===== src/rtl/core/kvc_pkg.sv =====
// Shared types and constants for the LRU key/value cache.
// No dependencies; imported by kvc_decide, kvc_store and lru_key_value_cache.
package kvc_pkg;

    // Request kinds carried in the slave-side tuser
    localparam logic [1:0] MODE_PEEK   = 2'd0;
    localparam logic [1:0] MODE_LOOKUP = 2'd1;
    localparam logic [1:0] MODE_INSERT = 2'd2;

    // Port field widths
    localparam int MODE_W      = 2;
    localparam int KEY_W       = 64;
    localparam int VALUE_W     = 32;
    localparam int IN_TDATA_W  = KEY_W + VALUE_W;
    localparam int OUT_TDATA_W = 2 * VALUE_W;
    localparam int OUT_TUSER_W = 3;

    // Per-request decision handed from kvc_decide to kvc_store
    typedef struct packed {
        logic hit;      // peek or lookup found the key
        logic touch;    // lookup hit: move entry to most recent
        logic insert;   // insert of a new key is written
        logic evict;    // insert displaces the least recent entry
        logic dup;      // insert key already present, dropped
    } kvc_ctl_t;

endpackage


===== src/rtl/core/lru_key_value_cache.sv =====
// Top level of the fully associative LRU key/value cache.
// Depends on kvc_pkg, kvc_decide and kvc_store.

// Fully associative key/value cache of ENTRIES entries with least-recently-
// used replacement. Each slave transfer carries one request (tuser = mode:
// 0 peek, 1 lookup, 2 insert; tdata = key, value) and yields exactly one
// master transfer. A request is taken into an input register, where the key
// is compared against every entry in parallel; when the output register is
// free or drains, the recency ranks are updated and the result is loaded
// into the output register, from which it is offered on the master side. One
// request is taken every cycle as long as the master side keeps up. The
// rate is set by that combinational compare and rank update across all
// entries. Rank 0 is most recent; a lookup hit moves its entry to rank 0, a
// peek leaves ranks alone. An insert goes to the lowest free entry or, when
// the store is full, over the least recent entry whose value is returned as
// evicted_value. An insert of a key already present is flagged as duplicate
// and dropped. Mode 3 yields an all-zero result. Only the low KEY_BITS key
// bits and low VALUE_BITS value bits are kept. All entries are invalid
// after reset; there is no clearing pass.
module lru_key_value_cache #(
    parameter int ENTRIES    = 16,
    parameter int KEY_BITS   = 64,
    parameter int VALUE_BITS = 32
) (
    input  logic                             clk,
    input  logic                             rst_n,
    input  logic                             s_axis_tvalid,
    output logic                             s_axis_tready,
    input  logic [kvc_pkg::IN_TDATA_W-1:0]   s_axis_tdata,  // key[63:0], value[95:64]
    input  logic [kvc_pkg::MODE_W-1:0]       s_axis_tuser,  // mode[1:0]
    output logic                             m_axis_tvalid,
    input  logic                             m_axis_tready,
    output logic [kvc_pkg::OUT_TDATA_W-1:0]  m_axis_tdata,  // read_value[31:0], evicted_value[63:32]
    output logic [kvc_pkg::OUT_TUSER_W-1:0]  m_axis_tuser   // hit[0], evicted[1], duplicate[2]
);
    import kvc_pkg::*;

    // Input register
    logic                  in_valid_reg;
    logic                  in_valid_next;
    logic [MODE_W-1:0]     mode_reg;
    logic [KEY_W-1:0]      key_reg;
    logic [VALUE_W-1:0]    value_reg;

    // Output register
    logic                  out_valid_reg;
    logic                  out_valid_next;
    logic [VALUE_W-1:0]    read_value_reg;
    logic [VALUE_W-1:0]    evicted_value_reg;
    logic                  hit_reg;
    logic                  evicted_reg;
    logic                  dup_reg;

    logic                  s_accept;
    logic                  advance;
    logic [63:0]           value_wide;

    kvc_ctl_t              ctl;
    logic [ENTRIES-1:0]    hit_vec;
    logic [ENTRIES-1:0]    free_vec;
    logic [ENTRIES-1:0]    victim_vec;
    logic [ENTRIES-1:0]    write_vec;
    logic [ENTRIES-1:0]    sel_vec;
    logic                  full;
    logic [VALUE_BITS-1:0] sel_value;
    logic [VALUE_W-1:0]    sel_value_out;

    // The request moves on whenever the output register is free or drains
    assign advance       = in_valid_reg && (!out_valid_reg || m_axis_tready);
    assign s_axis_tready = !in_valid_reg || advance;
    assign s_accept      = s_axis_tvalid && s_axis_tready;

    assign value_wide    = 64'(value_reg);
    assign sel_value_out = VALUE_W'(sel_value);

    kvc_store #(
        .ENTRIES    (ENTRIES),
        .KEY_BITS   (KEY_BITS),
        .VALUE_BITS (VALUE_BITS)
    ) u_store (
        .clk        (clk),
        .rst_n      (rst_n),
        .req_key    (key_reg[KEY_BITS-1:0]),
        .req_value  (value_wide[VALUE_BITS-1:0]),
        .ctl        (ctl),
        .write_vec  (write_vec),
        .sel_vec    (sel_vec),
        .hit_vec    (hit_vec),
        .free_vec   (free_vec),
        .victim_vec (victim_vec),
        .full       (full),
        .sel_value  (sel_value)
    );

    kvc_decide #(
        .ENTRIES    (ENTRIES)
    ) u_decide (
        .mode       (mode_reg),
        .req_valid  (advance),
        .hit_vec    (hit_vec),
        .free_vec   (free_vec),
        .victim_vec (victim_vec),
        .full       (full),
        .ctl        (ctl),
        .write_vec  (write_vec),
        .sel_vec    (sel_vec)
    );

    always_comb
    begin
        in_valid_next = in_valid_reg;
        if (s_accept)
            in_valid_next = 1'b1;
        else if (advance)
            in_valid_next = 1'b0;

        out_valid_next = out_valid_reg;
        if (advance)
            out_valid_next = 1'b1;
        else if (m_axis_tready)
            out_valid_next = 1'b0;
    end

    always_ff @(posedge clk or negedge rst_n)
    begin
        if (!rst_n)
        begin
            in_valid_reg  <= 1'b0;
            out_valid_reg <= 1'b0;
        end
        else
        begin
            in_valid_reg  <= in_valid_next;
            out_valid_reg <= out_valid_next;
        end
    end

    always_ff @(posedge clk)
    begin
        if (s_accept)
        begin
            mode_reg  <= s_axis_tuser;
            key_reg   <= s_axis_tdata[KEY_W-1:0];
            value_reg <= s_axis_tdata[IN_TDATA_W-1:KEY_W];
        end
        if (advance)
        begin
            hit_reg           <= ctl.hit;
            evicted_reg       <= ctl.evict;
            dup_reg           <= ctl.dup;
            read_value_reg    <= ctl.hit   ? sel_value_out : '0;
            evicted_value_reg <= ctl.evict ? sel_value_out : '0;
        end
    end

    assign m_axis_tvalid = out_valid_reg;
    assign m_axis_tdata  = {evicted_value_reg, read_value_reg};
    assign m_axis_tuser  = {dup_reg, evicted_reg, hit_reg};

`ifndef SYNTHESIS
    // A result reports at most one outcome
    assert property (@(posedge clk) disable iff (!rst_n)
                     m_axis_tvalid |-> $onehot0({hit_reg, evicted_reg, dup_reg}))
        else $error("lru_key_value_cache: conflicting result flags");

    // Value fields are zero unless their flag is set
    assert property (@(posedge clk) disable iff (!rst_n)
                     m_axis_tvalid |-> ((hit_reg || read_value_reg == '0) &&
                                        (evicted_reg || evicted_value_reg == '0)))
        else $error("lru_key_value_cache: value reported without its flag");

    // Eviction happens only from a full store
    assert property (@(posedge clk) disable iff (!rst_n) ctl.evict |-> full)
        else $error("lru_key_value_cache: eviction from a store with free entries");
`endif

endmodule


===== src/rtl/core/kvc_decide.sv =====
// Request decode: turns the match results of the store into one decision.
// Depends on kvc_pkg.
module kvc_decide #(
    parameter int ENTRIES = 16
) (
    input  logic [1:0]         mode,
    input  logic               req_valid,
    input  logic [ENTRIES-1:0] hit_vec,
    input  logic [ENTRIES-1:0] free_vec,
    input  logic [ENTRIES-1:0] victim_vec,
    input  logic               full,
    output kvc_pkg::kvc_ctl_t  ctl,
    output logic [ENTRIES-1:0] write_vec,
    output logic [ENTRIES-1:0] sel_vec
);
    import kvc_pkg::*;

    logic any_hit;
    logic is_read;
    logic is_insert;

    always_comb
    begin
        any_hit   = |hit_vec;
        is_read   = 1'b0;
        is_insert = 1'b0;
        case (mode)
            MODE_PEEK:   is_read   = 1'b1;
            MODE_LOOKUP: is_read   = 1'b1;
            MODE_INSERT: is_insert = 1'b1;
            default:     ;
        endcase

        ctl.hit    = req_valid & is_read & any_hit;
        ctl.touch  = req_valid & (mode == MODE_LOOKUP) & any_hit;
        ctl.dup    = req_valid & is_insert & any_hit;
        ctl.insert = req_valid & is_insert & ~any_hit;
        ctl.evict  = ctl.insert & full;

        // New pair goes to the lowest free entry, or over the victim when full
        write_vec = ctl.insert ? (full ? victim_vec : free_vec) : '0;
        // One read port: victim value on insert, hit value otherwise
        sel_vec   = is_insert ? victim_vec : hit_vec;
    end

endmodule


===== src/rtl/core/kvc_store.sv =====
// Entry array of the cache: valid bits, keys, values and recency ranks,
// parallel key match, victim pick and the rank update. Depends on kvc_pkg.
module kvc_store #(
    parameter int ENTRIES    = 16,
    parameter int KEY_BITS   = 64,
    parameter int VALUE_BITS = 32
) (
    input  logic                  clk,
    input  logic                  rst_n,
    input  logic [KEY_BITS-1:0]   req_key,
    input  logic [VALUE_BITS-1:0] req_value,
    input  kvc_pkg::kvc_ctl_t     ctl,
    input  logic [ENTRIES-1:0]    write_vec,
    input  logic [ENTRIES-1:0]    sel_vec,
    output logic [ENTRIES-1:0]    hit_vec,
    output logic [ENTRIES-1:0]    free_vec,
    output logic [ENTRIES-1:0]    victim_vec,
    output logic                  full,
    output logic [VALUE_BITS-1:0] sel_value
);
    import kvc_pkg::*;

    localparam int RANK_W = $clog2(ENTRIES);
    localparam logic [RANK_W-1:0] RANK_LAST = RANK_W'(ENTRIES - 1);

    logic [ENTRIES-1:0]    entry_valid_reg;
    logic [ENTRIES-1:0]    entry_valid_next;
    logic [KEY_BITS-1:0]   entry_key_reg   [ENTRIES];
    logic [VALUE_BITS-1:0] entry_value_reg [ENTRIES];
    logic [RANK_W-1:0]     entry_rank_reg  [ENTRIES];
    logic [RANK_W-1:0]     entry_rank_next [ENTRIES];
    logic [RANK_W-1:0]     hit_rank;
    logic [ENTRIES-1:0]    invalid_vec;

    // Match, free and victim vectors; AND-OR reads of the selected entry
    always_comb
    begin
        invalid_vec = ~entry_valid_reg;
        free_vec    = invalid_vec & ~(invalid_vec - ENTRIES'(1));
        full        = &entry_valid_reg;
        hit_rank    = '0;
        sel_value   = '0;
        for (int i = 0; i < ENTRIES; i++)
        begin
            hit_vec[i]    = entry_valid_reg[i] && (entry_key_reg[i] == req_key);
            victim_vec[i] = entry_valid_reg[i] && (entry_rank_reg[i] == RANK_LAST);
            hit_rank      = hit_rank  | (entry_rank_reg[i]  & {RANK_W{hit_vec[i]}});
            sel_value     = sel_value | (entry_value_reg[i] & {VALUE_BITS{sel_vec[i]}});
        end
    end

    // Recency: 0 is most recent; entries younger than the moved one age by one
    always_comb
    begin
        entry_valid_next = entry_valid_reg | write_vec;
        for (int i = 0; i < ENTRIES; i++)
        begin
            entry_rank_next[i] = entry_rank_reg[i];
            if (ctl.insert)
            begin
                if (write_vec[i])
                    entry_rank_next[i] = '0;
                else if (entry_valid_reg[i])
                    entry_rank_next[i] = entry_rank_reg[i] + RANK_W'(1);
            end
            else if (ctl.touch)
            begin
                if (hit_vec[i])
                    entry_rank_next[i] = '0;
                else if (entry_valid_reg[i] && (entry_rank_reg[i] < hit_rank))
                    entry_rank_next[i] = entry_rank_reg[i] + RANK_W'(1);
            end
        end
    end

    always_ff @(posedge clk or negedge rst_n)
    begin
        if (!rst_n)
            entry_valid_reg <= '0;
        else
            entry_valid_reg <= entry_valid_next;
    end

    always_ff @(posedge clk)
    begin
        for (int i = 0; i < ENTRIES; i++)
        begin
            entry_rank_reg[i] <= entry_rank_next[i];
            if (write_vec[i])
            begin
                entry_key_reg[i]   <= req_key;
                entry_value_reg[i] <= req_value;
            end
        end
    end

`ifndef SYNTHESIS
    // Keys of valid entries stay distinct
    assert property (@(posedge clk) disable iff (!rst_n) $onehot0(hit_vec))
        else $error("kvc_store: key present in more than one entry");

    // Ranks of a full store are a permutation, so exactly one victim
    assert property (@(posedge clk) disable iff (!rst_n) full |-> $onehot(victim_vec))
        else $error("kvc_store: full store without a unique least recent entry");

    // An insert writes exactly one entry, which is valid afterwards
    assert property (@(posedge clk) disable iff (!rst_n)
                     ctl.insert |-> $onehot(write_vec))
        else $error("kvc_store: insert without a single target entry");
`endif

endmodule


===== config.mk =====
export PLATFORM = sky130hd
export DESIGN_NAME = lru_key_value_cache
export DESIGN_NICKNAME = d
export VERILOG_FILES = /design/src/rtl/core/kvc_pkg.sv /design/src/rtl/core/lru_key_value_cache.sv /design/src/rtl/core/kvc_decide.sv /design/src/rtl/core/kvc_store.sv
export SDC_FILE = /design/constraint.sdc
export NUM_CORES = 2
export LEC_CHECK = 0
export ABC_AREA = 1
export BUFFER_PORTS_ARGS = -buffer_cell sky130_fd_sc_hd__buf_2
export CAP_MARGIN = 20
export CELL_PAD_IN_SITES_DETAIL_PLACEMENT = 0
export CELL_PAD_IN_SITES_GLOBAL_PLACEMENT = 1
export CORE_MARGIN = 2
export CORE_UTILIZATION = 30
export CTS_CLUSTER_SIZE = 16
export DETAILED_ROUTE_END_ITERATION = 6
export MAX_ROUTING_LAYER = met4
export PLACE_DENSITY_LB_ADDON = 0.15
export SLEW_MARGIN = 20
export SYNTH_ARGS = -nofsm -noshare
export SYNTH_HDL_FRONTEND = slang
export SYNTH_HIERARCHICAL = 1
export SYNTH_SLANG_ARGS = --single-unit
export TNS_END_PERCENT = 50

===== constraint.sdc =====
create_clock -name clk -period 11.8 [get_ports clk]
set_input_delay 1.18 -clock clk [delete_from_list [all_inputs] [get_ports clk]]
set_output_delay 1.18 -clock clk [all_outputs]
set_load 0.03 [all_outputs]

Word level (Yosys, flattened, before mapping)
Memories as Yosys holds them, arrays and structs flattened.
Cells that the tools add are included.
{ "totals": {"regBits": 183, "wordCells": 353, "mem_count": 3, "ram_bits": 1600, "inputBits": 102} }
{ "memory_table": {"columns": ["name", "words", "word_bits", "rd", "rd_clocked_by_memory_dff", "write_ports", "line", "rtl"], "rows": [
  ["u_store.entry_key_reg", 16, 64, 16, 0, 16, "kvc_store.sv:28", "logic [KEY_BITS-1:0] entry_key_reg [ENTRIES];"],
  ["u_store.entry_value_reg", 16, 32, 16, 0, 16, "kvc_store.sv:29", "logic [VALUE_BITS-1:0] entry_value_reg [ENTRIES];"],
  ["u_store.entry_rank_reg", 16, 4, 16, 0, 16, "kvc_store.sv:30", "logic [RANK_W-1:0] entry_rank_reg [ENTRIES];"]
]} }
{ "op_classes": {"eq_ne": 34, "n_bitwise": 75, "n_mux": 137, "reduce_logical": 60, "magnitude_cmp": 16, "n_addsub": 17} }
{ "op_table": {"columns": ["op", "count"], "rows": [
  ["$eq A64 B64 Y1", 16],
  ["$and A32 B32 Y32", 16],
  ["$or A32 B32 Y32", 15],
  ["$mux W4", 96],
  ["$add A4 B1 Y4 const B", 16],
  ["$and A4 B4 Y4", 16],
  ["$eq A4 B4 Y1 const B", 16],
  ["$lt A4 B4 Y1", 16],
  ["$or A4 B4 Y4", 15],
  ["$logic_and A1 B1 Y1", 50],
  ["$mux W16", 3],
  ["$mux W1", 38],
  ["$not A16 Y16", 2],
  ["$and A16 B16 Y16", 1],
  ["$or A16 B16 Y16", 1],
  ["$reduce_and A16 Y1", 1],
  ["$reduce_or A16 Y1", 1],
  ["$sub A16 B1 Y16 const B", 1],
  ["$and A1 B1 Y1", 8],
  ["$reduce_bool A2 Y1", 2],
  ["$eq A2 B1 Y1 const B", 1],
  ["$eq A2 B2 Y1 const B", 1],
  ["$logic_not A1 Y1", 2],
  ["$logic_not A2 Y1", 1],
  ["other kinds (3)", 4]
]} }

Logic depth before layout (Yosys ltp)
An unclocked memory read counts as a cell.
{ "depth": {"ltp_word": 25, "depth_mapped": 26} }

Hierarchy
Netlist, hierarchy kept.
{ "by_module_without_submodules": {"columns": ["module", "seq_area_each_um2", "cells_per_inst", "instances", "area_each_um2"], "rows": [
  ["kvc_store", 48446.5, 8795, 1, 80198.2],
  ["lru_key_value_cache", 5004.8, 314, 1, 5615.4],
  ["kvc_decide", 0.0, 114, 1, 605.6]
]} }

Worst setup path before layout
No wires, ideal clock.
{ "synth_path": {"path_type": "input-to-reg", "from": "input port m_axis_tready", "to": "memory u_store/entry_rank_reg[1][28] (netlist bit), enable pin", "arrival_time_ps": 10366, "slack_ps": 1095, "cell_stages": 10, "required_time_ps": 11461, "cell_sequence": "inv_1 a21oi_1 inv_1 nor2_2 nand3_4 nor2_1 inv_1 a21oi_1 o21ai_0 a21oi_1"} }
{ "synth_rtl": {"columns": ["item", "line", "rtl"], "rows": [
  ["start, declared", "lru_key_value_cache.sv:32", "input logic m_axis_tready,"],
  ["end, declared", "kvc_store.sv:30", null]
]} }

==> results.json <==
{
  "status": "finished with violations",
  "violations": "DRC",
  "start_util": 0.3007,
  "ios": 171,
  "die_h_um": 540.7,
  "yosys.area.top_type_share": 0.6133,
  "viasPerCell": 5.109,
  "hold_violations": 0,
  "die-width_um": 540.7,
  "core_area_um2": 287400,
  "ctsHoldBuffers": 0,
  "drc": 2,
  "largest_reg_flops": 1024,
  "synth_cell_types": 50,
  "netlist_area_um2": 86420,
  "worstSetupPathType": "register to register",
  "rsz0062_at_grt": "false",
  "dr_total_vias": 69190,
  "avgRoutedWirePerCell_um": 31.50,
  "cts_buffers": 217,
  "syn_area_per_cell_um2": 9.370,
  "grt_overflow_total": 0,
  "portBuffers": 170,
  "drtAntennaViolNets": 0,
  "postCtsSetupBuffers": 0,
  "cp_slowest_stage_delay_ns": 1.07,
  "ys_seq_elements": 1783,
  "worst_pin_slew_ns": 1.292,
  "n_fill_cell": 29490,
  "cts_root_buf": "clkbuf_16",
  "grt_pass1_vias": 65180,
  "area_delta_synth_final_pct": 14.54,
  "leakage_nw": 41.58,
  "first_pass_iters": 7,
  "clk_pin_slew_worst_paths_ns": 0.06,
  "fmax_mhz": 144.1,
  "hp-class": "input pin to async pin",
  "drive_above_1_share": 0.08658,
  "wl_mm": 426.5,
  "cts_buffer_depth": 4,
  "clk-insertion-delay-late_ns": 0.94,
  "async_flop_share": 0.01010,
  "synthesis.instances": 9223,
  "min_period_over_period": 0.5881,
  "reg2reg_slack_ns": 4.86,
  "crit_family": "buffers and inverters",
  "die_area_um2": 292400,
  "fin_crit_ns": 6.940,
  "cap_viol_max_count": 0,
  "fin_nets": 9712,
  "crit_chain": "buf_4 -> inv_2 -> o21ai_0 -> nor2_1 -> nand2_1 -> nor2_1 -> nand2_1 -> nor2_2 -> and3_1 -> nor2_1 -> nand2_1 -> nor2_4 -> nand3_4 -> inv_1 -> clkinv_1 -> nand2_1 -> inv_1 -> a21oi_1 -> o21ai_0 -> a21oi_1",
  "startpoint_type": "register",
  "slew_viol_final": 0,
  "cts_sinks": 1783,
  "cts_resized": 0,
  "crit_fanout": 21,
  "slew_headroom": 0.1386,
  "powerDensity_nw_per_um2": 152.9,
  "path_buf_inv": 5,
  "worst_setup_path_end_kind": "register",
  "antenna_found_initial": 76,
  "required_ns": 12.29,
  "yosys_warnings": 6,
  "synthFlopType": "edfxtp_1",
  "drtIter0Drc": 9816,
  "path_common_cell": "nand2_1",
  "fin_skew_ns": 0.1074,
  "cts_tree": "built",
  "worst_path_max_delay_cell": "edfxtp_1",
  "grt_pass1_wl_mm": 567.2,
  "place.gp.congestion": 0.9690,
  "arrival_ns": 7.43,
  "power_mw": 15.14,
  "synthTopCellsByArea": "edfxtp_1 61%, nand2_1 16%, nor2_1 5.1%",
  "htreeDepth": 4,
  "yosysSeqAreaShare": 0.6185,
  "grt_max_degree": 67,
  "hpwl_mm": 284.2,
  "synth_fp_nets": 9362,
  "setup_viol": 0,
  "peakVddDrop_mv": 0.1363,
  "rows": 197,
  "tns_ns": 0,
  "grt_use_total": 0.2934,
  "synth_top_cell_by_area": "edfxtp_1",
  "synth-edff-count": 1765
}
-- worst reg2reg max path: stages (launching register included) --
cell and delay, ns:
edfxtp_1 1.07, buf_4 0.56, inv_2 0.46, o21ai_0 0.33
nor2_1 0.06, nand2_1 0.12, nor2_1 0.07, nand2_1 0.13
nor2_2 0.12, and3_1 0.27, nor2_1 0.13, nand2_1 0.10
nor2_4 0.22, nand3_4 0.49, inv_1 0.62, clkinv_1 0.61
nand2_1 0.24, inv_1 0.08, a21oi_1 0.29, o21ai_0 0.13
a21oi_1 0.39
-- cells by family after synthesis --
| kind of cell | Yosys count | share of synthesized area |
|---|---|---|
| AO/OA/AOI/OAI | 363 | 0.02673 |
| XOR/XNOR | 266 | 0.02696 |
| adder cells (fa/ha/maj) | 37 | 0.005357 |
| buffers and inverters | 1269 | 0.06376 |
| flip-flops | 1783 | 0.6185 |
| multiplexers | 16 | 0.001853 |
| AND/OR/NAND/NOR | 5489 | 0.2568 |
-- final cells by class --
| class | count | area [um2] | area share |
|---|---|---|---|
| Inverter | 1013 | 3810 | 0.03849 |
| Antenna cell | 25 | 62.56 | 0.0006320 |
| Sequential cell | 1783 | 53450 | 0.5400 |
| Clock buffer | 255 | 5657 | 0.05715 |
| Multi-Input combinational cell | 6171 | 27640 | 0.2792 |
| Tap cell | 3781 | 4731 | 0.04779 |
| Clock inverter | 128 | 1094 | 0.01105 |
| Timing Repair Buffer | 387 | 2542 | 0.02569 |
-- per-layer routing --
metal	vias up	share of wire	wire [um]	global-route usage
met1	34480	0.44	187500	0.4034
li1	30770	-	-	-
met5	-	0	0	-
met2	3312	0.44	188800	0.4457
met4	0	0.041	17570	0.1031
met3	636	0.077	32700	0.03604
-- synth_stat cells (32+ instances only) --
master and n:
a21oi_1 73, nor3_1 58, nand3_1 157, nand3b_1 47, edfxtp_1 1765, xor2_1 131
inv_2 53, buf_6 45, nor2_1 1184, ha_1 37, xnor2_1 135, o21ai_0 135
a221oi_1 93, buf_4 85, or2_2 41, nor2_2 32, buf_2 70, clkbuf_1 55
nand4_1 257, nand2_1 3618, inv_1 958
-- report_power, final --
part           switching (mW)  internal, mW  total [mW]
Clock                    2.83          3.76        6.60
Combinational            1.12         0.277        1.40
Sequential             0.0709          7.07        7.14
Total                    4.03          11.1        15.1
-- stage by stage --
step                hold WS [ns]  area (um2)  std cells  worst slack, ns    util
detailed placement        0.4926       92170      13140            4.929  0.3207
CTS                       0.2760       98920      13520            4.936  0.3442
global placement          0.4839       92160      13140            5.089  0.3207
floorplan                 0.4472       86420       9223            1.095       -
global route              0.3211       98940      13530            4.604  0.3443
finish                    0.3279       98980      13540            4.860  0.3444
-- final timing paths --
| path | from | end | depth (start not counted) |
|---|---|---|---|
| max | key_reg[12]$_DFFE_PP_ | u_store/entry_rank_reg[0][23]$_DFFE_PP_ | 20 |
| min reg2reg | key_reg[38]$_DFFE_PP_ | u_store/entry_key_reg[0][422]$_DFFE_PP_ | 0 |
| min in group clk | s_axis_tdata[73] | value_reg[9]$_DFFE_PP_ | 1 |
| min | rst_n | u_store/entry_valid_reg[4]$_DFF_PN0_ | 1 |
| max in group asynchronous | rst_n | u_store/entry_valid_reg[8]$_DFF_PN0_ | 1 |
| max reg2reg | key_reg[12]$_DFFE_PP_ | u_store/entry_rank_reg[0][23]$_DFFE_PP_ | 20 |
-- cell usage in the layout, fill, tap and decap left out, types with 47 or more instances in the layout --
master     instances
nand2_1         3604
edfxtp_1        1765
nor2_1          1176
inv_1            954
nand4_1          257
clkbuf_16        220
buf_4            212
buf_2            170
nand3_1          157
o21ai_0          135
xnor2_1          135
xor2_1           131
a221oi_1          93
a21oi_1           71
clkinv_1          60
nor3_1            58
inv_2             54
nand3b_1          47
No activity file was read; power rests on OpenSTA's default activity.
